**src/hdl/split_frame_reassembler_macros.svh**
```systemverilog
// ----------------------------------------------------------------------------
// split_frame_reassembler_macros
// assertion helpers shared by the reassembler rtl
// ----------------------------------------------------------------------------
`ifndef SPLIT_FRAME_REASSEMBLER_MACROS_SVH
`define SPLIT_FRAME_REASSEMBLER_MACROS_SVH

`ifndef SYNTH
// same-cycle implication, checked outside reset
`define SFR_ASSERT_NOW(label, ante, cons) \
   label: assert property (@(posedge clock) disable iff (reset) (ante) |-> (cons)) \
      else $error("sfr check failed");
// next-cycle implication, checked outside reset
`define SFR_ASSERT_NEXT(label, ante, cons) \
   label: assert property (@(posedge clock) disable iff (reset) (ante) |=> (cons)) \
      else $error("sfr check failed");
`else
`define SFR_ASSERT_NOW(label, ante, cons)
`define SFR_ASSERT_NEXT(label, ante, cons)
`endif

`endif

```
**src/hdl/sfr_pkg.sv**
```systemverilog
// ----------------------------------------------------------------------------
// sfr_pkg
// shared constants and codes of the split frame reassembler
// ----------------------------------------------------------------------------
package sfr_pkg;

   localparam int STORE_DEPTH_DEF = 512;

   localparam int DATA_W       = 8;
   localparam int MAXLEN_W     = 10;
   localparam int TIME_W       = 32;
   localparam int COUNT_W      = 32;
   localparam int READ_INDEX_W = 9;
   localparam int EVENT_W      = 3;
   localparam int CSR_DATA_W   = 32;
   localparam int CSR_INDEX_W  = 2;

   // result event codes
   localparam logic [EVENT_W-1:0] EV_BUSY     = 3'd0;
   localparam logic [EVENT_W-1:0] EV_HELD     = 3'd1;
   localparam logic [EVENT_W-1:0] EV_COMPLETE = 3'd2;
   localparam logic [EVENT_W-1:0] EV_DROPPED  = 3'd3;
   localparam logic [EVENT_W-1:0] EV_READ     = 3'd4;
   localparam logic [EVENT_W-1:0] EV_OVERFLOW = 3'd5;

   // request function codes
   localparam logic FUNC_PUSH = 1'b0;
   localparam logic FUNC_READ = 1'b1;

   // register indexes
   localparam logic [CSR_INDEX_W-1:0] CSR_JOIN_LIMIT      = 2'd0;
   localparam logic [CSR_INDEX_W-1:0] CSR_TIMEOUT_MS      = 2'd1;
   localparam logic [CSR_INDEX_W-1:0] CSR_SPLIT_FLAG_MASK = 2'd2;
   localparam logic [CSR_INDEX_W-1:0] CSR_SEQ_MASK        = 2'd3;

   // register reset values
   localparam logic [MAXLEN_W-1:0] JOIN_LIMIT_RST      = 10'd512;
   localparam logic [TIME_W-1:0]   TIMEOUT_MS_RST      = 32'd1000;
   localparam logic [DATA_W-1:0]   SPLIT_FLAG_MASK_RST = 8'd1;
   localparam logic [DATA_W-1:0]   SEQ_MASK_RST        = 8'd240;

endpackage

```
**src/hdl/split_frame_reassembler.sv**
```systemverilog
// ----------------------------------------------------------------------------
// split_frame_reassembler
// joins split radio frames byte by byte and serves the assembled packet
// ----------------------------------------------------------------------------
// One byte transaction is taken every clock cycle while req_stall is low, with
// no gaps between headers, payload bytes and store reads. Each transaction
// returns one result, which passes through the read stage, covering the
// registered read of the packet store (a single synchronous memory of
// STORE_DEPTH bytes), and then through the output register. Frame state,
// counters and the store write all settle in the cycle a byte is taken, so
// a read right after a payload byte already sees that byte. Results queue
// in the read stage and the output register while rsp_stall is high; the
// request side stalls only once both are full. The store needs no clearing
// after reset.
module split_frame_reassembler import sfr_pkg::*; #(
   parameter int STORE_DEPTH = STORE_DEPTH_DEF
) (
   input  logic                    clock,
   input  logic                    reset,
   // configuration
   input  logic                    csr_we,
   input  logic [CSR_INDEX_W-1:0]  csr_index,
   input  logic [CSR_DATA_W-1:0]   csr_wdata,
   // request channel
   input  logic                    req_valid,
   output logic                    req_stall,
   input  logic                    req_func,
   input  logic [DATA_W-1:0]       req_data_byte,
   input  logic                    req_first_of_frame,
   input  logic                    req_last_of_frame,
   input  logic [TIME_W-1:0]       req_now_ms,
   input  logic [READ_INDEX_W-1:0] req_read_index,
   // response channel
   output logic                    rsp_valid,
   input  logic                    rsp_stall,
   output logic [EVENT_W-1:0]      rsp_event_res,
   output logic                    rsp_stale,
   output logic [MAXLEN_W-1:0]     rsp_stale_size,
   output logic [MAXLEN_W-1:0]     rsp_packet_len,
   output logic [DATA_W-1:0]       rsp_seq_tag,
   output logic [DATA_W-1:0]       rsp_read_byte,
   output logic [COUNT_W-1:0]      rsp_dropped_count,
   output logic [COUNT_W-1:0]      rsp_completed_count
);

`include "split_frame_reassembler_macros.svh"

   localparam int CNT_W  = $clog2(STORE_DEPTH + 2);
   localparam int ADDR_W = $clog2(STORE_DEPTH);
   localparam int POS_W  = CNT_W + 1;
   localparam int CMP_W  = (POS_W > MAXLEN_W) ? POS_W : MAXLEN_W;

   typedef enum logic [1:0] {
      MODE_PLAIN = 2'd0,
      MODE_HOLD  = 2'd1,
      MODE_JOIN  = 2'd2,
      MODE_IDLE  = 2'd3
   } mode_type;

   // configuration registers
   logic [MAXLEN_W-1:0] join_limit_ff;
   logic [TIME_W-1:0]   timeout_ms_ff;
   logic [DATA_W-1:0]   split_flag_mask_ff;
   logic [DATA_W-1:0]   seq_mask_ff;

   // frame state
   logic                half_pending_ff, half_pending_in;
   logic [CNT_W-1:0]    held_len_ff, held_len_in;
   logic [TIME_W-1:0]   held_time_ff, held_time_in;
   logic [CNT_W-1:0]    frame_count_ff, frame_count_in;
   mode_type            frame_mode_ff, frame_mode_in;
   logic                stale_seen_ff, stale_seen_in;
   logic [CNT_W-1:0]    stale_length_ff, stale_length_in;
   logic [DATA_W-1:0]   header_tag_ff, header_tag_in;
   logic [COUNT_W-1:0]  drop_total_ff, drop_total_in;
   logic [COUNT_W-1:0]  done_total_ff, done_total_in;

   // read stage
   logic                s1_valid_ff;
   logic [EVENT_W-1:0]  s1_event_ff, s1_event_in;
   logic [MAXLEN_W-1:0] s1_plen_ff, s1_plen_in;
   logic                s1_rd_ok_ff;

   // output register
   logic                out_valid_ff;
   logic [EVENT_W-1:0]  out_event_ff;
   logic                out_stale_ff;
   logic [MAXLEN_W-1:0] out_stale_size_ff;
   logic [MAXLEN_W-1:0] out_plen_ff;
   logic [DATA_W-1:0]   out_tag_ff;
   logic [DATA_W-1:0]   out_read_byte_ff;
   logic [COUNT_W-1:0]  out_drop_ff;
   logic [COUNT_W-1:0]  out_done_ff;

   logic                req_acc;
   logic                s1_move;
   logic                out_load;

   // store access
   logic                wr_en;
   logic [ADDR_W-1:0]   wr_addr;
   logic                rd_en;
   logic [DATA_W-1:0]   rd_data;
   logic [CMP_W-1:0]    ridx_w;
   logic                rd_ok;

   // helpers
   logic [TIME_W-1:0]   elapsed;
   logic                stale_now;
   logic                hp_hdr;
   logic [CNT_W-1:0]    hl_hdr;
   mode_type            mode_hdr;
   logic [CNT_W-1:0]    fc_step;
   logic [POS_W-1:0]    pos;
   logic                fin;
   mode_type            fin_mode;
   logic [CNT_W-1:0]    fin_fc;
   logic [CNT_W-1:0]    fin_hl;
   logic [CMP_W-1:0]    limit;
   logic [CMP_W-1:0]    total;
   logic [CMP_W-1:0]    plen_w;
   logic [CMP_W-1:0]    stale_w;
   logic                drop_inc;
   logic                done_inc;

   // handshake: stall only when both result registers are full and blocked
   assign out_load  = !out_valid_ff || !rsp_stall;
   assign s1_move   = s1_valid_ff && out_load;
   assign req_stall = s1_valid_ff && !out_load;
   assign req_acc   = req_valid && !req_stall;

   assign ridx_w = CMP_W'(req_read_index);
   assign rd_ok  = ridx_w < CMP_W'(STORE_DEPTH);
   assign rd_en  = req_acc && (req_func == FUNC_READ) && rd_ok;

   assign elapsed   = req_now_ms - held_time_ff;
   assign stale_now = half_pending_ff && (elapsed > timeout_ms_ff);
   assign hp_hdr    = half_pending_ff && !stale_now;
   assign hl_hdr    = stale_now ? '0 : held_len_ff;
   assign fc_step   = frame_count_ff + CNT_W'(frame_count_ff <= CNT_W'(STORE_DEPTH));
   assign pos       = (frame_mode_ff == MODE_JOIN) ?
                      POS_W'(held_len_ff) + POS_W'(frame_count_ff) : POS_W'(frame_count_ff);
   assign wr_addr   = pos[ADDR_W-1:0];

   assign limit = (CMP_W'(join_limit_ff) < CMP_W'(STORE_DEPTH)) ?
                  CMP_W'(join_limit_ff) : CMP_W'(STORE_DEPTH);
   assign total = CMP_W'(fin_hl) + CMP_W'(fin_fc);

   always_comb begin
      if (hp_hdr) begin
         mode_hdr = MODE_JOIN;
      end else if ((req_data_byte & split_flag_mask_ff) != '0) begin
         mode_hdr = MODE_HOLD;
      end else begin
         mode_hdr = MODE_PLAIN;
      end
   end

   always_comb begin
      half_pending_in = half_pending_ff;
      held_len_in     = held_len_ff;
      held_time_in    = held_time_ff;
      frame_count_in  = frame_count_ff;
      frame_mode_in   = frame_mode_ff;
      stale_seen_in   = stale_seen_ff;
      stale_length_in = stale_length_ff;
      header_tag_in   = header_tag_ff;
      s1_event_in     = EV_BUSY;
      plen_w          = '0;
      wr_en           = 1'b0;
      fin             = 1'b0;
      fin_mode        = frame_mode_ff;
      fin_fc          = frame_count_ff;
      fin_hl          = held_len_ff;
      drop_inc        = 1'b0;
      done_inc        = 1'b0;

      if (req_acc) begin
         if (req_func == FUNC_READ) begin
            s1_event_in = EV_READ;
         end else if (req_first_of_frame) begin
            stale_seen_in   = stale_now;
            stale_length_in = stale_now ? held_len_ff : '0;
            drop_inc        = stale_now;
            half_pending_in = hp_hdr;
            held_len_in     = hl_hdr;
            header_tag_in   = req_data_byte & seq_mask_ff;
            frame_count_in  = '0;
            frame_mode_in   = mode_hdr;
            if (mode_hdr == MODE_HOLD) begin
               held_time_in = req_now_ms;
            end
            fin      = req_last_of_frame;
            fin_mode = mode_hdr;
            fin_fc   = '0;
            fin_hl   = hl_hdr;
         end else if (frame_mode_ff != MODE_IDLE) begin
            wr_en          = pos < POS_W'(STORE_DEPTH);
            frame_count_in = fc_step;
            fin            = req_last_of_frame;
            fin_fc         = fc_step;
         end
      end

      if (fin) begin
         unique case (fin_mode)
            MODE_PLAIN: begin
               if (fin_fc > CNT_W'(STORE_DEPTH)) begin
                  s1_event_in = EV_OVERFLOW;
               end else begin
                  s1_event_in = EV_COMPLETE;
                  plen_w      = CMP_W'(fin_fc);
                  done_inc    = 1'b1;
               end
            end
            MODE_HOLD: begin
               if (fin_fc > CNT_W'(STORE_DEPTH)) begin
                  s1_event_in     = EV_OVERFLOW;
                  half_pending_in = 1'b0;
                  held_len_in     = '0;
               end else begin
                  s1_event_in     = EV_HELD;
                  half_pending_in = 1'b1;
                  held_len_in     = fin_fc;
               end
            end
            MODE_JOIN: begin
               if (total > limit) begin
                  s1_event_in = EV_DROPPED;
                  drop_inc    = 1'b1;
               end else begin
                  s1_event_in = EV_COMPLETE;
                  plen_w      = total;
                  done_inc    = 1'b1;
               end
               half_pending_in = 1'b0;
               held_len_in     = '0;
            end
            MODE_IDLE: begin
               s1_event_in = EV_BUSY;
            end
         endcase
         frame_mode_in = MODE_IDLE;
      end

      drop_total_in = drop_total_ff + COUNT_W'(drop_inc);
      done_total_in = done_total_ff + COUNT_W'(done_inc);
      s1_plen_in    = plen_w[MAXLEN_W-1:0];
   end

   assign stale_w = CMP_W'(stale_length_ff);

   sfr_store #(
      .DEPTH  (STORE_DEPTH),
      .ADDR_W (ADDR_W)
   ) u_store (
      .clock   (clock),
      .wr_en   (wr_en),
      .wr_addr (wr_addr),
      .wr_data (req_data_byte),
      .rd_en   (rd_en),
      .rd_addr (ridx_w[ADDR_W-1:0]),
      .rd_data (rd_data)
   );

   // control state
   always_ff @(posedge clock) begin
      if (reset) begin
         join_limit_ff      <= JOIN_LIMIT_RST;
         timeout_ms_ff      <= TIMEOUT_MS_RST;
         split_flag_mask_ff <= SPLIT_FLAG_MASK_RST;
         seq_mask_ff        <= SEQ_MASK_RST;
         half_pending_ff    <= 1'b0;
         held_len_ff        <= '0;
         held_time_ff       <= '0;
         frame_count_ff     <= '0;
         frame_mode_ff      <= MODE_PLAIN;
         stale_seen_ff      <= 1'b0;
         stale_length_ff    <= '0;
         header_tag_ff      <= '0;
         drop_total_ff      <= '0;
         done_total_ff      <= '0;
         s1_valid_ff        <= 1'b0;
         out_valid_ff       <= 1'b0;
      end else begin
         if (csr_we) begin
            unique case (csr_index)
               CSR_JOIN_LIMIT:      join_limit_ff      <= csr_wdata[MAXLEN_W-1:0];
               CSR_TIMEOUT_MS:      timeout_ms_ff      <= csr_wdata[TIME_W-1:0];
               CSR_SPLIT_FLAG_MASK: split_flag_mask_ff <= csr_wdata[DATA_W-1:0];
               CSR_SEQ_MASK:        seq_mask_ff        <= csr_wdata[DATA_W-1:0];
            endcase
         end
         half_pending_ff <= half_pending_in;
         held_len_ff     <= held_len_in;
         held_time_ff    <= held_time_in;
         frame_count_ff  <= frame_count_in;
         frame_mode_ff   <= frame_mode_in;
         stale_seen_ff   <= stale_seen_in;
         stale_length_ff <= stale_length_in;
         header_tag_ff   <= header_tag_in;
         drop_total_ff   <= drop_total_in;
         done_total_ff   <= done_total_in;
         if (req_acc) begin
            s1_valid_ff <= 1'b1;
         end else if (s1_move) begin
            s1_valid_ff <= 1'b0;
         end
         if (out_load) begin
            out_valid_ff <= s1_valid_ff;
         end
      end
   end

   // result payload
   always_ff @(posedge clock) begin
      if (req_acc) begin
         s1_event_ff <= s1_event_in;
         s1_plen_ff  <= s1_plen_in;
         s1_rd_ok_ff <= rd_ok;
      end
      // state outputs reflect the latest transaction, which sits in the read stage
      if (s1_move) begin
         out_event_ff      <= s1_event_ff;
         out_plen_ff       <= s1_plen_ff;
         out_read_byte_ff  <= (s1_event_ff == EV_READ && s1_rd_ok_ff) ? rd_data : '0;
         out_stale_ff      <= stale_seen_ff;
         out_stale_size_ff <= stale_w[MAXLEN_W-1:0];
         out_tag_ff        <= header_tag_ff;
         out_drop_ff       <= drop_total_ff;
         out_done_ff       <= done_total_ff;
      end
   end

   assign rsp_valid           = out_valid_ff;
   assign rsp_event_res       = out_event_ff;
   assign rsp_stale           = out_stale_ff;
   assign rsp_stale_size      = out_stale_size_ff;
   assign rsp_packet_len      = out_plen_ff;
   assign rsp_seq_tag         = out_tag_ff;
   assign rsp_read_byte       = out_read_byte_ff;
   assign rsp_dropped_count   = out_drop_ff;
   assign rsp_completed_count = out_done_ff;

   `SFR_ASSERT_NOW(a_held_len_clear, !half_pending_ff, held_len_ff == '0)
   `SFR_ASSERT_NOW(a_held_len_range, 1'b1, held_len_ff <= CNT_W'(STORE_DEPTH))
   `SFR_ASSERT_NEXT(a_result_kept, s1_valid_ff && out_valid_ff && rsp_stall, s1_valid_ff)
   `SFR_ASSERT_NEXT(a_done_step, 1'b1,
      done_total_ff == $past(done_total_ff) || done_total_ff == $past(done_total_ff) + 32'd1)

endmodule

```
**src/hdl/sfr_store.sv**
```systemverilog
// ----------------------------------------------------------------------------
// sfr_store
// packet byte store, one write and one registered read port
// ----------------------------------------------------------------------------
module sfr_store import sfr_pkg::*; #(
   parameter int DEPTH  = STORE_DEPTH_DEF,
   parameter int ADDR_W = $clog2(STORE_DEPTH_DEF)
) (
   input  logic              clock,
   input  logic              wr_en,
   input  logic [ADDR_W-1:0] wr_addr,
   input  logic [DATA_W-1:0] wr_data,
   input  logic              rd_en,
   input  logic [ADDR_W-1:0] rd_addr,
   output logic [DATA_W-1:0] rd_data
);

   logic [DATA_W-1:0] mem [DEPTH];
   logic [DATA_W-1:0] rd_data_ff;

   always_ff @(posedge clock) begin
      if (wr_en) begin
         mem[wr_addr] <= wr_data;
      end
      if (rd_en) begin
         rd_data_ff <= mem[rd_addr];
      end
   end

   assign rd_data = rd_data_ff;

endmodule

```
**config.mk**
```make
export PLATFORM = sky130hd
export DESIGN_NAME = split_frame_reassembler
export DESIGN_NICKNAME = d
export VERILOG_FILES = /design/src/hdl/sfr_pkg.sv /design/src/hdl/split_frame_reassembler.sv /design/src/hdl/sfr_store.sv
export VERILOG_INCLUDE_DIRS = /design/src /design/src/hdl
export SDC_FILE = /design/constraint.sdc
export NUM_CORES = 2
export LEC_CHECK = 0
export BUFFER_PORTS_ARGS = -buffer_cell sky130_fd_sc_hd__buf_4
export CELL_PAD_IN_SITES_DETAIL_PLACEMENT = 1
export CELL_PAD_IN_SITES_GLOBAL_PLACEMENT = 2
export CORE_UTILIZATION = 53
export DETAILED_ROUTE_END_ITERATION = 8
export PLACE_DENSITY_LB_ADDON = 0.1
export SYNTH_ARGS = -nofsm -noshare
export SYNTH_HDL_FRONTEND = slang
export SYNTH_HIERARCHICAL = 1
export SYNTH_SLANG_ARGS = --single-unit
export TNS_END_PERCENT = 100
```
**constraint.sdc**
```tcl
create_clock -name clock -period 16.8 [get_ports clock]
set_input_delay 3.36 -clock clock [delete_from_list [all_inputs] [get_ports clock]]
set_output_delay 3.36 -clock clock [all_outputs]
set_load 0.02 [all_outputs]
```
==> After elaboration in Yosys (flattened, before gate mapping) <==
Memories as Yosys holds them, arrays and structs flattened. A register that Yosys moved wholly into a read port is not among the register bits.
Index checks and enable logic that the tools add are counted.
{ "word_totals": {"reg_bits": 316, "mem_bits_rw": 4096, "inputBits": 91, "out_inout_bits": 106, "wordCells": 134, "n_memories": 1} }
{ "memory_table": {"columns": ["memory", "words", "width", "read_ports", "rd_clocked_by_memory_dff", "wr", "line", "rtl"], "rows": [
  ["u_store.mem", 512, 8, 1, 1, 1, "sfr_store.sv:18", "logic [DATA_W-1:0] mem [DEPTH];"]
]} }
{ "op_classes": {"addsub": 6, "order_cmp": 7, "eq_ne": 10, "n_mux": 56, "n_bitwise": 3, "reduce_logical": 24} }
{ "ops": {"columns": ["cell", "count"], "rows": [
  ["$mux W10", 14],
  ["$add A32 B1 Y32", 2],
  ["$pmux W10 S2", 2],
  ["$gt A32 B32 Y1", 1],
  ["$sub A32 B32 Y32", 1],
  ["$mux W1", 27],
  ["$add A10 B10 Y11", 2],
  ["$and A8 B8 Y8", 2],
  ["$mux W3", 4],
  ["$pmux W3 S4", 1],
  ["$gt A11 B10 Y1", 1],
  ["$lt A11 B10 Y1 const B", 1],
  ["$mux W11", 1],
  ["$add A10 B1 Y10", 1],
  ["$eq A2 B2 Y1 const B", 5],
  ["$gt A10 B10 Y1 const B", 1],
  ["$le A10 B10 Y1 const B", 1],
  ["$lt A10 B10 Y1 const B", 1],
  ["$lt A9 B10 Y1 const B", 1],
  ["$mux W2", 5],
  ["$logic_and A1 B1 Y1", 8],
  ["$reduce_and A2 Y1", 4],
  ["$reduce_bool A8 Y1", 1],
  ["$eq A2 B1 Y1 const B", 3],
  ["other kinds (10)", 16]
]} }

==> Logic depth before layout (Yosys ltp) <==
{ "depth": {"depth_word": 13, "mapped_depth": 50, "depth_no_buf": 49} }

==> Cells and area by module <==
Netlist, hierarchy kept.
{ "modules_own_cells": {"columns": ["module", "instances", "cells_each", "area_per_inst_um2", "seq_area_each_um2"], "rows": [
  ["sfr_store", 1, 8030, 160007.2, 123238.2],
  ["split_frame_reassembler", 1, 1557, 15235.9, 7477.2]
]} }

==> Worst setup path after synthesis <==
OpenSTA, ideal clock, no wires.
{ "synth_path": {"path_kind": "input port to flip-flop", "startpoint": "in req_now_ms[0]", "endpoint": "reg done_total_ff[31]", "setup_time_ps": 128, "arrival_time_ps": 11681, "required_ps": 16672, "slack_ps": 4991, "cell_stages": 47, "path_buffers": 3, "cell_sequence": "inv_1 ha_1 inv_1 fa_1 a21oi_1 o21ai_0 a21oi_1 or4_2 nand3b_1 a31oi_1 o21bai_1 a21oi_1 xnor2_1 ha_1 a21o_1 a2111oi_0 a21oi_1 o31ai_2 (+11 left out) a21oi_1 xnor2_1 ha_1 a21o_1 a211o_1 nor2_1 a211oi_1 nor4b_2 buf_2 o21a_1 ha_1 and3_1 clkbuf_1 and4_1 nand2_1 or4_1 xor2_1 nor2_1"} }
{ "synth_via": {"elab_chain_cells": 13, "elab_cells_between_ends": 21, "cone_classes": "add/sub: 3; order compare: 2; eq/ne: 1; mux: 11; reduce/logical: 4"} }
{ "synth_lines": {"columns": ["item", "line", "rtl"], "rows": [
  ["start: declaration", "split_frame_reassembler.sv:31", "input logic [TIME_W-1:0] req_now_ms,"],
  ["$sub A32 B32 Y32 *", "split_frame_reassembler.sv:136", "assign elapsed = req_now_ms - held_time_ff;"],
  ["$gt A32 B32 Y1 *", "split_frame_reassembler.sv:137", "assign stale_now = half_pending_ff && (elapsed > timeout_ms_ff);"],
  ["$logic_and A1 B1 Y1 *", "split_frame_reassembler.sv:137", null],
  ["$mux W10 or $logic_not A1 Y1 (tied branches)", "split_frame_reassembler.sv:139, split_frame_reassembler.sv:138", null],
  ["$mux W10 or $logic_and A1 B1 Y1 (tied branches)", "split_frame_reassembler.sv:181, split_frame_reassembler.sv:138", null],
  ["$mux W10 or $mux W2 (tied branches)", "split_frame_reassembler.sv:179, split_frame_reassembler.sv:150", null],
  ["$mux W10 or $mux W2 (tied branches)", null, null],
  ["$add A10 B10 Y11 or $mux W2 (tied branches)", null, null],
  ["$gt A11 B10 Y1 or $mux W2 (tied branches)", null, null],
  ["$mux W1, or another cell as far along", "split_frame_reassembler.sv:228", "if (total > limit) begin"],
  ["$pmux W1 S2 *", "split_frame_reassembler.sv:206", "unique case (fin_mode)"],
  ["$mux W1 *", "split_frame_reassembler.sv:205", "if (fin) begin"],
  ["$add A32 B1 Y32 *", "split_frame_reassembler.sv:247", "done_total_in = done_total_ff + COUNT_W'(done_inc);"],
  ["end signal: assignment", "split_frame_reassembler.sv:303", "done_total_ff <= done_total_in;"],
  ["end: declaration", "split_frame_reassembler.sv:76", "logic [COUNT_W-1:0] done_total_ff, done_total_in;"]
]} }
Every way passes the cells marked *; elsewhere a longest branch is shown, timed or not.
A chain may end at the register's enable or synchronous reset.

==> Worst setup path after layout <==
{ "layout_path": {"startpoint": "in req_now_ms[12]", "endpoint": "reg done_total_ff[18]"} }
Same word-level chain as after synthesis.

==> reports/qor.csv <==
stage,metric,value,unit
run_status,status,finished clean,
power,sw frac,21.6,%
layout,Final Core Density,59.6,%
yosys,"EDFF count, synth",4221,
drt,via count,94300,
drt,routed vias/inst,6.48,
timing,setup TNS,0,ps
timing,Clock Skew,80.8,ps
yosys,Synthesized Nets,9783,
timing,final worst slack,3780,ps
setup_path,CP required,17610,ps
die,Die ar.,0.333,mm2
die,Die H,577,um
cts,Max Root-Sink Buffers,4,
die,Core Footprint,0.328,mm2
timing,actual slew at the worst max-slew pin,1380,ps
timing,Max Clk Rate,0.0768,GHz
drt,Post-route DRC,0,
power,Gate power share,5.0,%
global_routing,total track usage,29.2,%
layout,Area Growth Syn to Fin,11.6,%
timing,Final min period,13020,ps
layout,share of cells above drive strength 1,17.1,%
yosys,"FFs w/ async S/R, synth",0,%
drt,total routed wirelength,489000,um
layout,most frequent cells in the layout,"4,221 x edfxtp_1, 840 x mux2i_1, 760 x nor2_1",
power,clock group share of total power,43.1,%
placement,Post-DP HPWL,299000,um
setup_path,Crit path largest cell delay,1030,ps
global_routing,vias in the first global route,97100,
global_routing,first-pass GRT wire length,702000,um
placement,Placement Setup Slack,2780,ps
yosys,synthesized area,0.175,mm2
yosys,Cells after Synth,9587,
layout,final net count,10000,
cts,CTS tree,yes,
timing,Setup Viol. Count Final,0,
drt,DRT Pass-1 Iters,6,
drt,Initial DRC Count,9996,
yosys,yosys warns,6,
cts,CTS buffer count,447,
layout,"most common cell after layout, fill and taps aside",edfxtp_1,
timing,unrepaired setup endpoints after global routing,false,
global_routing,global route overflow,0,
cts,CTS resizes,0,
setup_path,Critical-path top delay cell,nor4b_2,
yosys,Synth cell types,91,
setup_path,crit start category,input port,
drt,routed length per instance,33.5,um
global_routing,largest net degree at the start of global routing,207,
setup_path,CP Class,input port to flop,
cts,cts hold-fix bufs,0,
drt,Routed Antenna Nets,0,
power,Psw,5.04,mW
cts,Clock Latency Late Sink,1000,ps
global_routing,initial antenna violation count,23,
setup_path,"critical path fanouts, max",12,
die,die width,577,um
die,IO Pins,197,
timing,Max-slew headroom,6.66,%
power,total power,23.3,mW
power,Pint,18.3,mW
cts,H-tree depth,5,
placement,routability cong.,0.878,
cts,post-CTS setup buffers,0,
yosys,Synth Register Bits,4419,
timing,Final Hold Viols,0,
timing,"Slew Viols, Final",0,
timing,period utilisation layout,77.5,%
power,"IR drop worst, VDD",97.5,uV
placement,port buffer count,196,
cts,clock sinks,4419,
flow_run,Max Cap Viol,0,
yosys,"Seq/Total Area, Yosys",74.6,%
cts,Clock Pin Slew Worst Setup and Hold Paths,60,ps
setup_path,crit end category,flop,
hold_path,worst min path class,flop to flop,
power,Reg power frac,51.9,%
die,initial core utilization,53.4,%
yosys,Syn Area/Cell,18.3,um2
setup_path,crit-path most repeated cell,ha_1,
power,Pwr Density,119,mW/mm2
die,site row count,210,
cts,clock root buffer,clkbuf_16,
setup_path,crit path DAT,13830,ps
power,Leak Pwr,62.9,nW
yosys,"Primary FF master, synth",edfxtp_1,
## registers in the layout, summed over array words and instances, names as in the netlist, 32 cells and up
register,count
done_total_ff,32
held_time_ff,32
rsp_completed_count,32
timeout_ms_ff,32
u_store/mem,4096
drop_total_ff,32
rsp_dropped_count,32
## synth_stat cells (64+ instances only)
cell      number  area (um2)
a21oi_1      309        1550
a22oi_1       78         586
buf_4         72         541
buf_6         64         721
clkbuf_1     307        1150
dfxtp_1      198        3960
edfxtp_1    4221      127000
ha_1         102        1280
inv_1        101         379
mux2i_1      840        8410
mux4_2       654       14700
nand2_1      291        1090
nand3_1       80         400
nor2_1       762        2860
nor3_1       124         621
o21ai_0      161         806
o221ai_1     372        3260
o22ai_1      166        1040
## layout make-up
type	instances	area, um2
repair buffers	357	3050
fillers	28100	133000
clock buffers	534	11900
diodes	14	35.0
multi-input cells	4498	41200
well taps	4346	5440
flip-flops and latches	4419	131000
inverters	104	398
clock inverters	292	2850
## critical path: cells and delay by family
family	cells	cell delay (ps)
adders and majority gates	7	2020
AOI/OAI and AO/OA	16	3380
buffers and inverters	3	290
xor gates and xnor gates	3	470
and+or+nand+nor	15	4260
## routing by layer
metal / up-vias / routed length (um) / track usage, %
met2: 3880 / 232000 / 46.6
met5: - / 77 / 0
li1: 39400 / - / -
met3: 724 / 36900 / 4.43
met1: 50300 / 202000 / 41.8
met4: 12 / 16800 / 9.14
## final timing paths
path	from	to	slack [ps]	cells past startpoint
setup / recovery	req_now_ms[12]	done_total_ff[18]$_SDFF_PP0_	3780	44
hold / removal	s1_plen_ff[8]$_SDFFCE_PN0P_	rsp_packet_len[8]$_DFFE_PP_	420	0
setup reg to reg	held_time_ff[12]$_SDFFE_PP0P_	done_total_ff[18]$_SDFF_PP0_	5960	44
hold reg to reg	s1_plen_ff[8]$_SDFFCE_PN0P_	rsp_packet_len[8]$_DFFE_PP_	420	0
## power by group through the flow
stage / combinational, mW / sequential, mW / clock [mW]
after CTS: 1.17 / 12.1 / 10.2
after global routing: 1.23 / 12.1 / 10.6
after detailed placement: 1.17 / 12.3 / 0
after global placement: 1.14 / 12.3 / 0
after floorplan: 0.630 / 12.3 / 0
final: 1.17 / 12.1 / 10.0
## logic make-up after synthesis
group	after synthesis	synth area share, %
muxes	1495	13.2
buffers and inverters	670	2.04
DFF	4419	74.6
xor gates and xnor gates	98	0.490
adders and majority gates	105	0.763
and+or+nand+nor	1541	3.94
AOI/OAI and AO/OA	1259	4.97
## through the flow
stage / hold WS (ps) / area, um2 / std cells
floorplan: 400 / 175000 / 9587
global placement: 405 / 181000 / 13700
detailed placement: 407 / 181000 / 13700
CTS: 406 / 196000 / 14600
global route: 425 / 196000 / 14600
finish: 416 / 196000 / 14600
Note: power is estimated with default switching activity, not from simulation.
